### src/sv/lcc_pkg.sv
// ----------------------------------------------------------------------------
// lcc_pkg: shared constants for the logic combine control block.
// Defaults for the lane count, value width and fraction bits, and mode codes.
// ----------------------------------------------------------------------------
package lcc_pkg;

   localparam int LANES_DEF       = 8;
   localparam int FRAC_BITS_DEF   = 8;
   localparam int VALUE_WIDTH_DEF = 16;

   localparam int MODE_W  = 4;
   localparam int COUNT_W = 4;

   localparam logic [MODE_W-1:0] MODE_PASS   = 4'd0;
   localparam logic [MODE_W-1:0] MODE_EQ     = 4'd1;
   localparam logic [MODE_W-1:0] MODE_LT     = 4'd2;
   localparam logic [MODE_W-1:0] MODE_LE     = 4'd3;
   localparam logic [MODE_W-1:0] MODE_GT     = 4'd4;
   localparam logic [MODE_W-1:0] MODE_GE     = 4'd5;
   localparam logic [MODE_W-1:0] MODE_ANY    = 4'd6;
   localparam logic [MODE_W-1:0] MODE_ALL    = 4'd7;
   localparam logic [MODE_W-1:0] MODE_AVG    = 4'd8;
   localparam logic [MODE_W-1:0] MODE_TOGGLE = 4'd9;

   localparam logic [1:0] CSR_MODE      = 2'd0;
   localparam logic [1:0] CSR_THRESHOLD = 2'd1;
   localparam logic [1:0] CSR_COUNT     = 2'd2;

endpackage

### src/sv/logic_combine_control.sv
// ----------------------------------------------------------------------------
// logic_combine_control
// Combines one snapshot of fixed-point sensor lanes into one control output.
// ----------------------------------------------------------------------------
// A beat is taken when the block is idle. Its result is moved into the output
// register once the work is done, and the next beat can be taken while that
// result waits on the rsp side. Compare, any, all, toggle and passthrough
// results are registered when the beat is taken. Product multiplies each lane
// into the running product one multiplier bit per cycle by a shift-add unit,
// and each lane's product is then shifted and clamped in a fix step. Average
// adds one lane per cycle and then divides by the count one quotient bit per
// cycle in a restoring divider. A result that is still waiting on the rsp
// side when the next one is done holds the block until it is taken.
module logic_combine_control #(
   parameter int LANES       = lcc_pkg::LANES_DEF,
   parameter int FRAC_BITS   = lcc_pkg::FRAC_BITS_DEF,
   parameter int VALUE_WIDTH = lcc_pkg::VALUE_WIDTH_DEF
) (
   input  logic                          clock,
   input  logic                          reset,
   input  logic                          csr_write,
   input  logic [1:0]                    csr_index,
   input  logic [VALUE_WIDTH-1:0]        csr_data,
   input  logic                          req_valid,
   output logic                          req_stall,
   input  logic signed [VALUE_WIDTH-1:0] req_lane [LANES],
   output logic                          rsp_valid,
   input  logic                          rsp_stall,
   output logic signed [VALUE_WIDTH-1:0] rsp_out_value,
   output logic                          rsp_saturated
);

   localparam int W    = VALUE_WIDTH;
   localparam int LW   = $clog2(LANES + 1);
   localparam int IW   = $clog2(LANES);
   localparam int PW   = 2 * W;
   localparam int SW   = W + LW + 1;
   localparam int BW   = $clog2(SW + 1);
   localparam int MW   = $clog2(W + 1);
   localparam logic signed [W-1:0] VMAX = {1'b0, {(W-1){1'b1}}};
   localparam logic signed [W-1:0] VMIN = {1'b1, {(W-1){1'b0}}};
   localparam logic signed [W-1:0] ONE  =
      (FRAC_BITS >= W - 1) ? VMAX : W'(1 << FRAC_BITS);

   localparam logic [2:0] ST_IDLE = 3'd0;
   localparam logic [2:0] ST_MUL  = 3'd1;
   localparam logic [2:0] ST_FIX  = 3'd2;
   localparam logic [2:0] ST_SUM  = 3'd3;
   localparam logic [2:0] ST_DIV  = 3'd4;
   localparam logic [2:0] ST_DONE = 3'd5;

   // Configuration registers.
   logic [lcc_pkg::MODE_W-1:0]  mode_ff;
   logic signed [W-1:0]         thresh_ff;
   logic [lcc_pkg::COUNT_W-1:0] count_ff;

   always_ff @(posedge clock) begin
      if (reset) begin
         mode_ff   <= lcc_pkg::MODE_PASS;
         thresh_ff <= '0;
         count_ff  <= lcc_pkg::COUNT_W'(1);
      end else if (csr_write) begin
         case (csr_index)
            lcc_pkg::CSR_MODE:      mode_ff   <= csr_data[lcc_pkg::MODE_W-1:0];
            lcc_pkg::CSR_THRESHOLD: thresh_ff <= csr_data;
            lcc_pkg::CSR_COUNT:     count_ff  <= csr_data[lcc_pkg::COUNT_W-1:0];
            default: ;
         endcase
      end
   end

   // Effective lane count, clipped to 1..LANES.
   logic [LW-1:0] n_eff;
   always_comb begin
      if (count_ff == '0) n_eff = LW'(1);
      else if (32'(count_ff) > LANES) n_eff = LW'(LANES);
      else n_eff = LW'(count_ff);
   end

   logic [2:0]          state_ff, state_in;
   logic signed [W-1:0] lane_ff [LANES];
   logic signed [W-1:0] prev_ff, held_ff;
   logic [LW-1:0]       idx_ff;
   logic [MW-1:0]       bit_ff;
   logic [W-1:0]        mplr_ff;     // multiplier bits, shifted out
   logic signed [PW-1:0] part_ff;    // partial product
   logic signed [PW-1:0] mcand_ff;   // shifted multiplicand
   logic                sat_ff;
   logic signed [SW-1:0] sum_ff;
   logic [SW-1:0]       rem_ff, quo_ff, num_ff;
   logic [BW-1:0]       dbit_ff;
   logic                neg_ff;
   logic signed [W-1:0] res_ff;
   logic                rsat_ff;
   logic                osat_ff;     // saturated flag of the waiting beat

   logic                accept;
   logic                done_go;
   assign req_stall = (state_ff != ST_IDLE);
   assign accept    = req_valid && !req_stall;
   // A finished result moves out once the output register is free.
   assign done_go   = (state_ff == ST_DONE) && (!rsp_valid || !rsp_stall);

   // Combinational results for the simple modes.
   logic signed [W-1:0] lane0;
   logic                any_on, all_on;
   logic signed [W-1:0] quick;
   assign lane0 = req_lane[0];
   always_comb begin
      any_on = 1'b0;
      all_on = 1'b1;
      for (int i = 0; i < LANES; i++) begin
         if (LW'(i) < n_eff) begin
            any_on = any_on || (req_lane[i] != '0);
            all_on = all_on && (req_lane[i] != '0);
         end
      end
      case (mode_ff)
         lcc_pkg::MODE_PASS:   quick = lane0;
         lcc_pkg::MODE_EQ:     quick = (lane0 == thresh_ff) ? ONE : '0;
         lcc_pkg::MODE_LT:     quick = (lane0 <  thresh_ff) ? ONE : '0;
         lcc_pkg::MODE_LE:     quick = (lane0 <= thresh_ff) ? ONE : '0;
         lcc_pkg::MODE_GT:     quick = (lane0 >  thresh_ff) ? ONE : '0;
         lcc_pkg::MODE_GE:     quick = (lane0 >= thresh_ff) ? ONE : '0;
         lcc_pkg::MODE_ANY:    quick = any_on ? ONE : '0;
         lcc_pkg::MODE_ALL:    quick = all_on ? ONE : '0;
         lcc_pkg::MODE_TOGGLE: quick = (prev_ff < ONE && lane0 >= ONE) ?
                                       ((held_ff >= ONE) ? '0 : ONE) : held_ff;
         default:              quick = held_ff;
      endcase
   end

   // Shift-add multiplier step and product fixup.
   logic signed [PW-1:0] part_next, shifted;
   logic                 fix_hi, fix_lo;
   assign part_next = mplr_ff[0] ? part_ff + mcand_ff : part_ff;
   assign shifted   = part_ff >>> FRAC_BITS;
   assign fix_hi    = shifted > PW'(VMAX);
   assign fix_lo    = shifted < PW'(VMIN);

   // Restoring divider step.
   logic [SW:0] trial;
   assign trial = {rem_ff, num_ff[SW-1]} - (SW+1)'(n_eff);

   logic signed [W-1:0] cur_lane;
   assign cur_lane = lane_ff[idx_ff[IW-1:0]];

   always_comb begin
      state_in = state_ff;
      case (state_ff)
         ST_IDLE: if (accept) begin
            if (mode_ff == lcc_pkg::MODE_PASS && n_eff != LW'(1)) state_in = ST_MUL;
            else if (mode_ff == lcc_pkg::MODE_AVG) state_in = ST_SUM;
            else state_in = ST_DONE;
         end
         ST_MUL:  if (bit_ff == MW'(W)) state_in = ST_FIX;
         ST_FIX:  if (idx_ff == n_eff - LW'(1)) state_in = ST_DONE;
                  else state_in = ST_MUL;
         ST_SUM:  if (idx_ff == n_eff) state_in = ST_DIV;
         ST_DIV:  if (dbit_ff == BW'(SW)) state_in = ST_DONE;
         ST_DONE: if (done_go) state_in = ST_IDLE;
         default: state_in = ST_IDLE;
      endcase
   end

   always_ff @(posedge clock) begin
      if (reset) begin
         state_ff  <= ST_IDLE;
         rsp_valid <= 1'b0;
         prev_ff   <= '0;
         held_ff   <= '0;
         osat_ff   <= 1'b0;
      end else begin
         state_ff <= state_in;
         if (done_go) begin
            rsp_valid <= 1'b1;
            held_ff   <= res_ff;
            osat_ff   <= rsat_ff;
         end else if (rsp_valid && !rsp_stall) begin
            rsp_valid <= 1'b0;
         end
         if (accept) prev_ff <= lane0;
      end
   end

   // Datapath registers.
   always_ff @(posedge clock) begin
      case (state_ff)
         ST_IDLE: if (accept) begin
            lane_ff  <= req_lane;
            res_ff   <= quick;
            rsat_ff  <= 1'b0;
            sat_ff   <= 1'b0;
            idx_ff   <= '0;
            bit_ff   <= '0;
            mplr_ff  <= lane0;
            mcand_ff <= PW'(ONE);
            part_ff  <= '0;
            sum_ff   <= '0;
         end
         ST_MUL: begin
            if (bit_ff == MW'(W)) begin
               part_ff <= part_ff;
            end else if (bit_ff == MW'(W - 1)) begin
               // Sign bit of the multiplier weighs minus.
               part_ff <= mplr_ff[0] ? part_ff - mcand_ff : part_ff;
            end else begin
               part_ff <= part_next;
            end
            mplr_ff  <= mplr_ff >> 1;
            mcand_ff <= mcand_ff <<< 1;
            bit_ff   <= bit_ff + MW'(1);
         end
         ST_FIX: begin
            logic signed [W-1:0] p;
            logic                s;
            s = fix_hi || fix_lo;
            p = fix_hi ? VMAX : (fix_lo ? VMIN : shifted[W-1:0]);
            sat_ff   <= sat_ff || s;
            res_ff   <= p;
            rsat_ff  <= sat_ff || s;
            idx_ff   <= idx_ff + LW'(1);
            bit_ff   <= '0;
            mplr_ff  <= lane_ff[IW'(idx_ff + LW'(1))];
            mcand_ff <= PW'(p);
            part_ff  <= '0;
         end
         ST_SUM: begin
            if (idx_ff == n_eff) begin
               neg_ff  <= sum_ff[SW-1];
               num_ff  <= sum_ff[SW-1] ? SW'(-sum_ff) : SW'(sum_ff);
               rem_ff  <= '0;
               quo_ff  <= '0;
               dbit_ff <= '0;
            end else begin
               sum_ff <= sum_ff + SW'(cur_lane);
               idx_ff <= idx_ff + LW'(1);
            end
         end
         ST_DIV: begin
            if (dbit_ff == BW'(SW)) begin
               res_ff <= neg_ff ? W'(-quo_ff) : quo_ff[W-1:0];
            end else begin
               if (!trial[SW]) begin
                  rem_ff <= trial[SW-1:0];
                  quo_ff <= {quo_ff[SW-2:0], 1'b1};
               end else begin
                  rem_ff <= {rem_ff[SW-2:0], num_ff[SW-1]};
                  quo_ff <= {quo_ff[SW-2:0], 1'b0};
               end
               num_ff  <= num_ff << 1;
               dbit_ff <= dbit_ff + BW'(1);
            end
         end
         default: ;
      endcase
   end

   assign rsp_out_value = held_ff;
   assign rsp_saturated = osat_ff;

endmodule

### config.mk
export PLATFORM = sky130hd
export DESIGN_NAME = logic_combine_control
export DESIGN_NICKNAME = d
export VERILOG_FILES = /design/src/sv/lcc_pkg.sv /design/src/sv/logic_combine_control.sv
export SDC_FILE = /design/constraint.sdc
export NUM_CORES = 1
export LEC_CHECK = 0
export BUFFER_PORTS_ARGS = -buffer_cell sky130_fd_sc_hd__buf_2
export CAP_MARGIN = 0
export CORE_UTILIZATION = 30
export DETAILED_ROUTE_END_ITERATION = 7
export HOLD_SLACK_MARGIN = 0.12
export PLACE_DENSITY_LB_ADDON = 0.05
export SETUP_SLACK_MARGIN = 0.02
export SYNTH_ARGS = -nofsm -noshare
export SYNTH_HDL_FRONTEND = slang
export SYNTH_SLANG_ARGS = --single-unit
### constraint.sdc
create_clock -name clock -period 24.5 [get_ports clock]
set_input_delay 4.9 -clock clock [delete_from_list [all_inputs] [get_ports clock]]
set_output_delay 4.9 -clock clock [all_outputs]
set_load 0.02 [all_outputs]
# Word-level counts from Yosys, hierarchy flattened
# Index checks and enable logic that the tools add are counted.
[word_totals]
ff_bits = 380
latchBits = 0
ramBits = 0
rom_bits = 0
input_bits = 151
out_inout_bits = 19
elab_cells = 236
mem_count = 0
[op_classes]
addsub = 10
multipliers = 0
div_mod_pow = 0
magnitude_cmp = 20
n_eq_ne = 32
n_shift = 0
muxes = 85
n_bitwise = 2
n_reduce_logical = 58
[ops]
columns = ["cell", "n"]
rows = [
  ["two-way mux 16 bit", 12],
  ["two-way mux 32 bit", 6],
  ["one-hot mux 32 bit (3 select lines)", 2],
  ["two-way mux 21 bit", 8],
  ["one-hot mux 16 bit (9 select lines)", 1],
  ["nonzero test 16 bit", 8],
  ["one-hot mux 21 bit (2 select lines)", 3],
  ["binary-select mux 16 bit (select 3 bit)", 2],
  ["one-hot mux 16 bit (3 select lines)", 2],
  ["two-way mux 9 bit", 8],
  ["adder 32 bit", 1],
  [">= comparator 16 x 10 -> 1 bit (second input constant)", 2],
  ["one-hot mux 16 bit (2 select lines)", 1],
  ["subtractor 32 bit", 1],
  ["> comparator 24 x 16 -> 1 bit (second input constant)", 1],
  ["< comparator 24 x 16 -> 1 bit (second input constant)", 1],
  ["two-way mux 3 bit", 8],
  ["subtractor 22 x 4 -> 22 bit", 1],
  ["adder 21 x 16 -> 21 bit", 1],
  ["negation 21 bit", 1],
  ["two-way mux 1 bit", 20],
  ["inequality test 2 bit (second input constant)", 9],
  ["one-hot mux 3 bit (6 select lines)", 1],
  ["equality test 16 bit", 1],
  ["46 further kinds", 106],
]

# Longest topological paths before layout
[depth]
ltp_word = 23
mapped_depth = 17
depth_no_buf = 17

# Worst setup path after synthesis
# No wires, ideal clock.
[synth_timing]
path_kind = "in2reg"
startpoint = "in req_valid"
endpoint = "reg part_ff[0], enable pin"
setup_time_ps = 425
arrival_time_ps = 10592
required_time_ps = 24075
path_slack_ps = 13484
stages = 3
path_buffers = 0
cell_sequence = "nor3_1 > a211oi_1 > nor2b_1"
[synth_between]
elab_chain_cells = 3
[synth_lines]
columns = ["item", "line_no", "text"]
rows = [
  ["start, declared", "logic_combine_control.sv:24", "input logic req_valid,"],
  ["logical AND 1 bit", "logic_combine_control.sv:100", "assign accept = req_valid && !req_stall;"],
  ["inequality test 2 bit (no line)", "-", ""],
  ["AND reduction 4 bit (no line)", "-", ""],
  ["end signal, assigned", "logic_combine_control.sv:203", "part_ff <= part_ff;"],
  ["end signal, assigned", "logic_combine_control.sv:206", "part_ff <= mplr_ff[0] ? part_ff - mcand_ff : part_ff;"],
  ["end signal, assigned", "logic_combine_control.sv:208", "part_ff <= part_next;"],
  ["end, declared", "logic_combine_control.sv:86", "logic signed [PW-1:0] part_ff;"],
]
# No other way between the ends.
# A chain may end at the register's enable or synchronous reset.

# Final worst setup path
[layout_timing]
startpoint = "in req_lane[33] in the netlist's numbering"
endpoint = "reg res_ff[8] (data pin)"
[layout_between]
elab_chain_cells = 11
elab_cells_between_ends = 18
classes_between = "mux (11); reduce/logical (7)"
[layout_lines]
columns = ["item", "line_no", "text"]
rows = [
  ["start, declared", "logic_combine_control.sv:26", "input logic signed [VALUE_WIDTH-1:0] req_lane [LANES],"],
  ["nonzero test 16 bit *", "logic_combine_control.sv:114, logic_combine_control.sv:115", ""],
  ["logical AND 1 bit / logical OR 1 bit (equally long branches)", "logic_combine_control.sv:115, logic_combine_control.sv:114", ""],
  ["two-way mux 1 bit", "logic_combine_control.sv:113", "if (LW'(i) < n_eff) begin"],
  ["logical AND 1 bit / logical OR 1 bit (equally long branches)", "logic_combine_control.sv:115, logic_combine_control.sv:114", ""],
  ["two-way mux 1 bit", "logic_combine_control.sv:113", ""],
  ["logical AND 1 bit / logical OR 1 bit (equally long branches)", "logic_combine_control.sv:115, logic_combine_control.sv:114", ""],
  ["two-way mux 1 bit", "logic_combine_control.sv:113", ""],
  ["two-way mux 9 bit (on tied branches)", "logic_combine_control.sv:126, logic_combine_control.sv:125", ""],
  ["one-hot mux 16 bit (9 select lines) *", "logic_combine_control.sv:118", "case (mode_ff)"],
  ["two-way mux 16 bit *", "logic_combine_control.sv:189", "ST_IDLE: if (accept) begin"],
  ["one-hot mux 16 bit (3 select lines) *", "logic_combine_control.sv:188", "case (state_ff)"],
  ["end signal, assigned", "logic_combine_control.sv:191", "res_ff <= quick;"],
  ["end signal, assigned", "logic_combine_control.sv:220", "res_ff <= p;"],
  ["end signal, assigned", "logic_combine_control.sv:242", "res_ff <= neg_ff ? W'(-quo_ff) : quo_ff[W-1:0];"],
  ["end, declared", "logic_combine_control.sv:93", "logic signed [W-1:0] res_ff;"],
]
# Every way passes the cells marked *; elsewhere a longest branch is shown, timed or not. The select of a mux whose other input is x is not followed.

==> results.ini <==
[run_status]
status = completed

[timing]
clock_skew_ps = 38.7
period_share_pct = 28.8
finalHoldViolations = 0
slew_headroom_pct = 15.2
postLayoutSetupSlackWorst_ps = 17440
rsz0062_at_grt = false
fin_crit_ps = 7060
tns_ps = 0
setup_violations = 0
slew_violations = 0
max_freq_mhz = 142
worstMarginPinSlew_ps = 1270

[finish]
area_growth_pct = 16.7
fillers = 6780
regArea_mm2 = 0.0106
drive_gt1_share_pct = 17.9
nNetsFinal = 2234
design_area_mm2 = 0.0241
multi_input_area_mm2 = 0.00956

[pwr]
share_seq_of_total_power_pct = 34.8
power_mw = 3.28
combPwrFrac_pct = 43.0
cellLeakagePower_nw = 8.91
netSwitchingFraction_pct = 38.7
clkPwrFrac_pct = 22.2
power_density_mw_per_mm2 = 136
switching_power_mw = 1.27
ir_drop_uv = 68.2
internal-power_mw = 2.01

[worst_setup_path]
crit_end = res_ff[8]
required_ps = 24810
critical_path_class = in2reg
rr_worst_depth = 13
worst_setup_path_end_kind = register
r2r_end = part_ff[24]
startpoint = req_lane[33]
reg2reg_from = mcand_ff[2]
cp.arrival_ps = 7370
r2r_slack_ps = 19690
worstPathMaxFanout = 4
cp-start-kind = input port

[die]
dieArea_mm2 = 0.0700
io_pins = 170
start_util_pct = 30.5
coreArea_mm2 = 0.0678
die_w_um = 265
die_y_um = 265
num_rows = 95

[clocking]
cts_setup_buffers = 0
cts_buffer_depth = 3
h-tree-depth = 2
cts_root_buffer = clkbuf_16
clock-sinks = 372
tritoncts = yes
cts_buffers = 47
insertion_delay_ps = 590
cts_resized = 0
clkTransAtPathRegs_ps = 60
postCtsHoldBufs = 0

[placed_design]
dpl_cell_area_mm2 = 0.0225
place_ws_ps = 16790
detailed_place_hpwl_um = 47100
gp_congestion = 0.807
portBuffers = 169

[synthesis]
synthTopCellsByCount = edfxtp_1, nand2_1, nor2_1
ys_async_sr_fraction_pct = 0
synthCells = 1840
syn_area_mm2 = 0.0207
ys.flop_type = edfxtp_1
ys_ff_latch = 372
synth.most_common_cell = edfxtp_1
yosysSeqAreaShare_pct = 51.4
synthTopCellsByArea = edfxtp_1, mux4_2, dfxtp_1
synth.distinct_cells = 67
syn-num-nets = 2073
synth.avg_cell_area_um2 = 11.2
yosys_warnings = 0
yosys.area.top_type = edfxtp_1
synth_edf_count = 319
synth_top_area_share_pct = 46.3

[grt]
grt_pass1_vias = 15100
grt_pass1_wl_um = 95600
grt_max_degree = 81
grt.overflow.total = 0
grtUsageTotal_pct = 18.1
antenna_found_initial = 2

[routing]
wl_met3_um = 2880
post_drt_wl_per_cell_um = 21.8
m1WireLength_um = 29000
initialDrtViolationCount = 856
viasPerCell = 5.20
vias = 15100
ant_nets = 0
dr.pass1.iters = 5
wl_um = 63500
wl_met2_um = 30100
route.top_layer_used = met5
drc = 0

[worst_hold_path]
min-delay-path-class = reg2reg

[run]
drv_cap = 0

## layout by cell type, fill, tap and decap left out, types with 22 or more instances in the layout
cell / count
ha_1: 80
a21o_1: 40
nand2_1: 184
a21oi_1: 119
nor3_1: 45
mux4_2: 64
nor2_1: 160
nor4_1: 49
buf_2: 169
edfxtp_1: 319
xor2_1: 42
a22oi_1: 31
dfxtp_1: 53
inv_1: 54
and3_1: 29
buf_4: 25
o21a_1: 22
clkbuf_16: 49
mux2i_1: 30
o21ai_0: 102
xnor2_1: 83
## power groups by stage
stage               Sequential, mW  Combinational (mW)  Clock [mW]
finish                        1.14                1.41       0.728
global route                  1.17                1.57       0.774
CTS                           1.15                1.44       0.752
detailed placement            1.16                1.43           0
global placement              1.16                1.43           0
floorplan                     1.10                1.06           0
## area by class of cell
type / instances / share of cell area, %
diodes: 1 / 0.0104
inverters: 55 / 0.866
repair buffers: 194 / 4.28
clock inverters: 19 / 1.16
multi-input cells: 1331 / 39.6
clock buffers: 64 / 5.44
flip-flops and latches: 372 / 44.1
well taps: 873 / 4.53
## sequential cells by signal, indices dropped and copies added, names as in the netlist, 5 cells and up
| register | flops |
|---|---|
| lane_ff | 128 |
| mcand_ff | 32 |
| part_ff | 32 |
| num_ff | 21 |
| rem_ff | 21 |
| sum_ff | 21 |
| mplr_ff | 16 |
| quo_ff | 16 |
| res_ff | 16 |
| rsp_out_value | 16 |
| thresh_ff | 16 |
| prev_ff | 8 |
| bit_ff | 5 |
| dbit_ff | 5 |
## worst min-delay path by stage
stage | startpoint | to | slack [ps] | cells past startpoint
finish | thresh_ff[1] | thresh_ff[1] | 450 | 2
global route | thresh_ff[7] | thresh_ff[7] | 480 | 2
CTS | thresh_ff[1] | thresh_ff[1] | 460 | 2
detailed placement | thresh_ff[1] | thresh_ff[1] | 450 | 2
global placement | thresh_ff[1] | thresh_ff[1] | 440 | 2
floorplan | sum_ff[20] | neg_ff | 420 | 0
## critical path: stages
cell      delay [ps]
buf_2            100
nor4_1           710
nand4_1          320
o31ai_1          310
nand4b_1         200
a211oi_1         440
o21ai_0          160
a21oi_1          150
o31ai_1           90
## metal layers
metal,track usage [%],vias to the layer above
met3,3.12,87
met5,0,-
li1,-,7284
met1,24.2,7435
met2,29.8,324
met4,5.33,2
## cells by family (layout without fill, tap and decap cells)
logic type	count (synthesis)	after routing	synth area share (%)
AO/OA/AOI/OAI	403	403	12.1
flip-flops	372	372	51.4
adder cells (fa/ha/maj)	83	83	5.08
other	0	1	0
AND/OR/NAND/NOR	611	611	14.3
XOR/XNOR	126	126	5.33
multiplexers	108	108	9.18
buffers and inverters	137	332	2.52
## metrics by stage
stage	instances	utilization (%)	hold WS (ps)
floorplan	1840	-	424
global placement	2825	33.3	444
detailed placement	2825	33.3	448
CTS	2908	35.6	456
global route	2909	35.6	477
finish	2909	35.6	453
No activity file was read; power rests on OpenSTA's default activity.
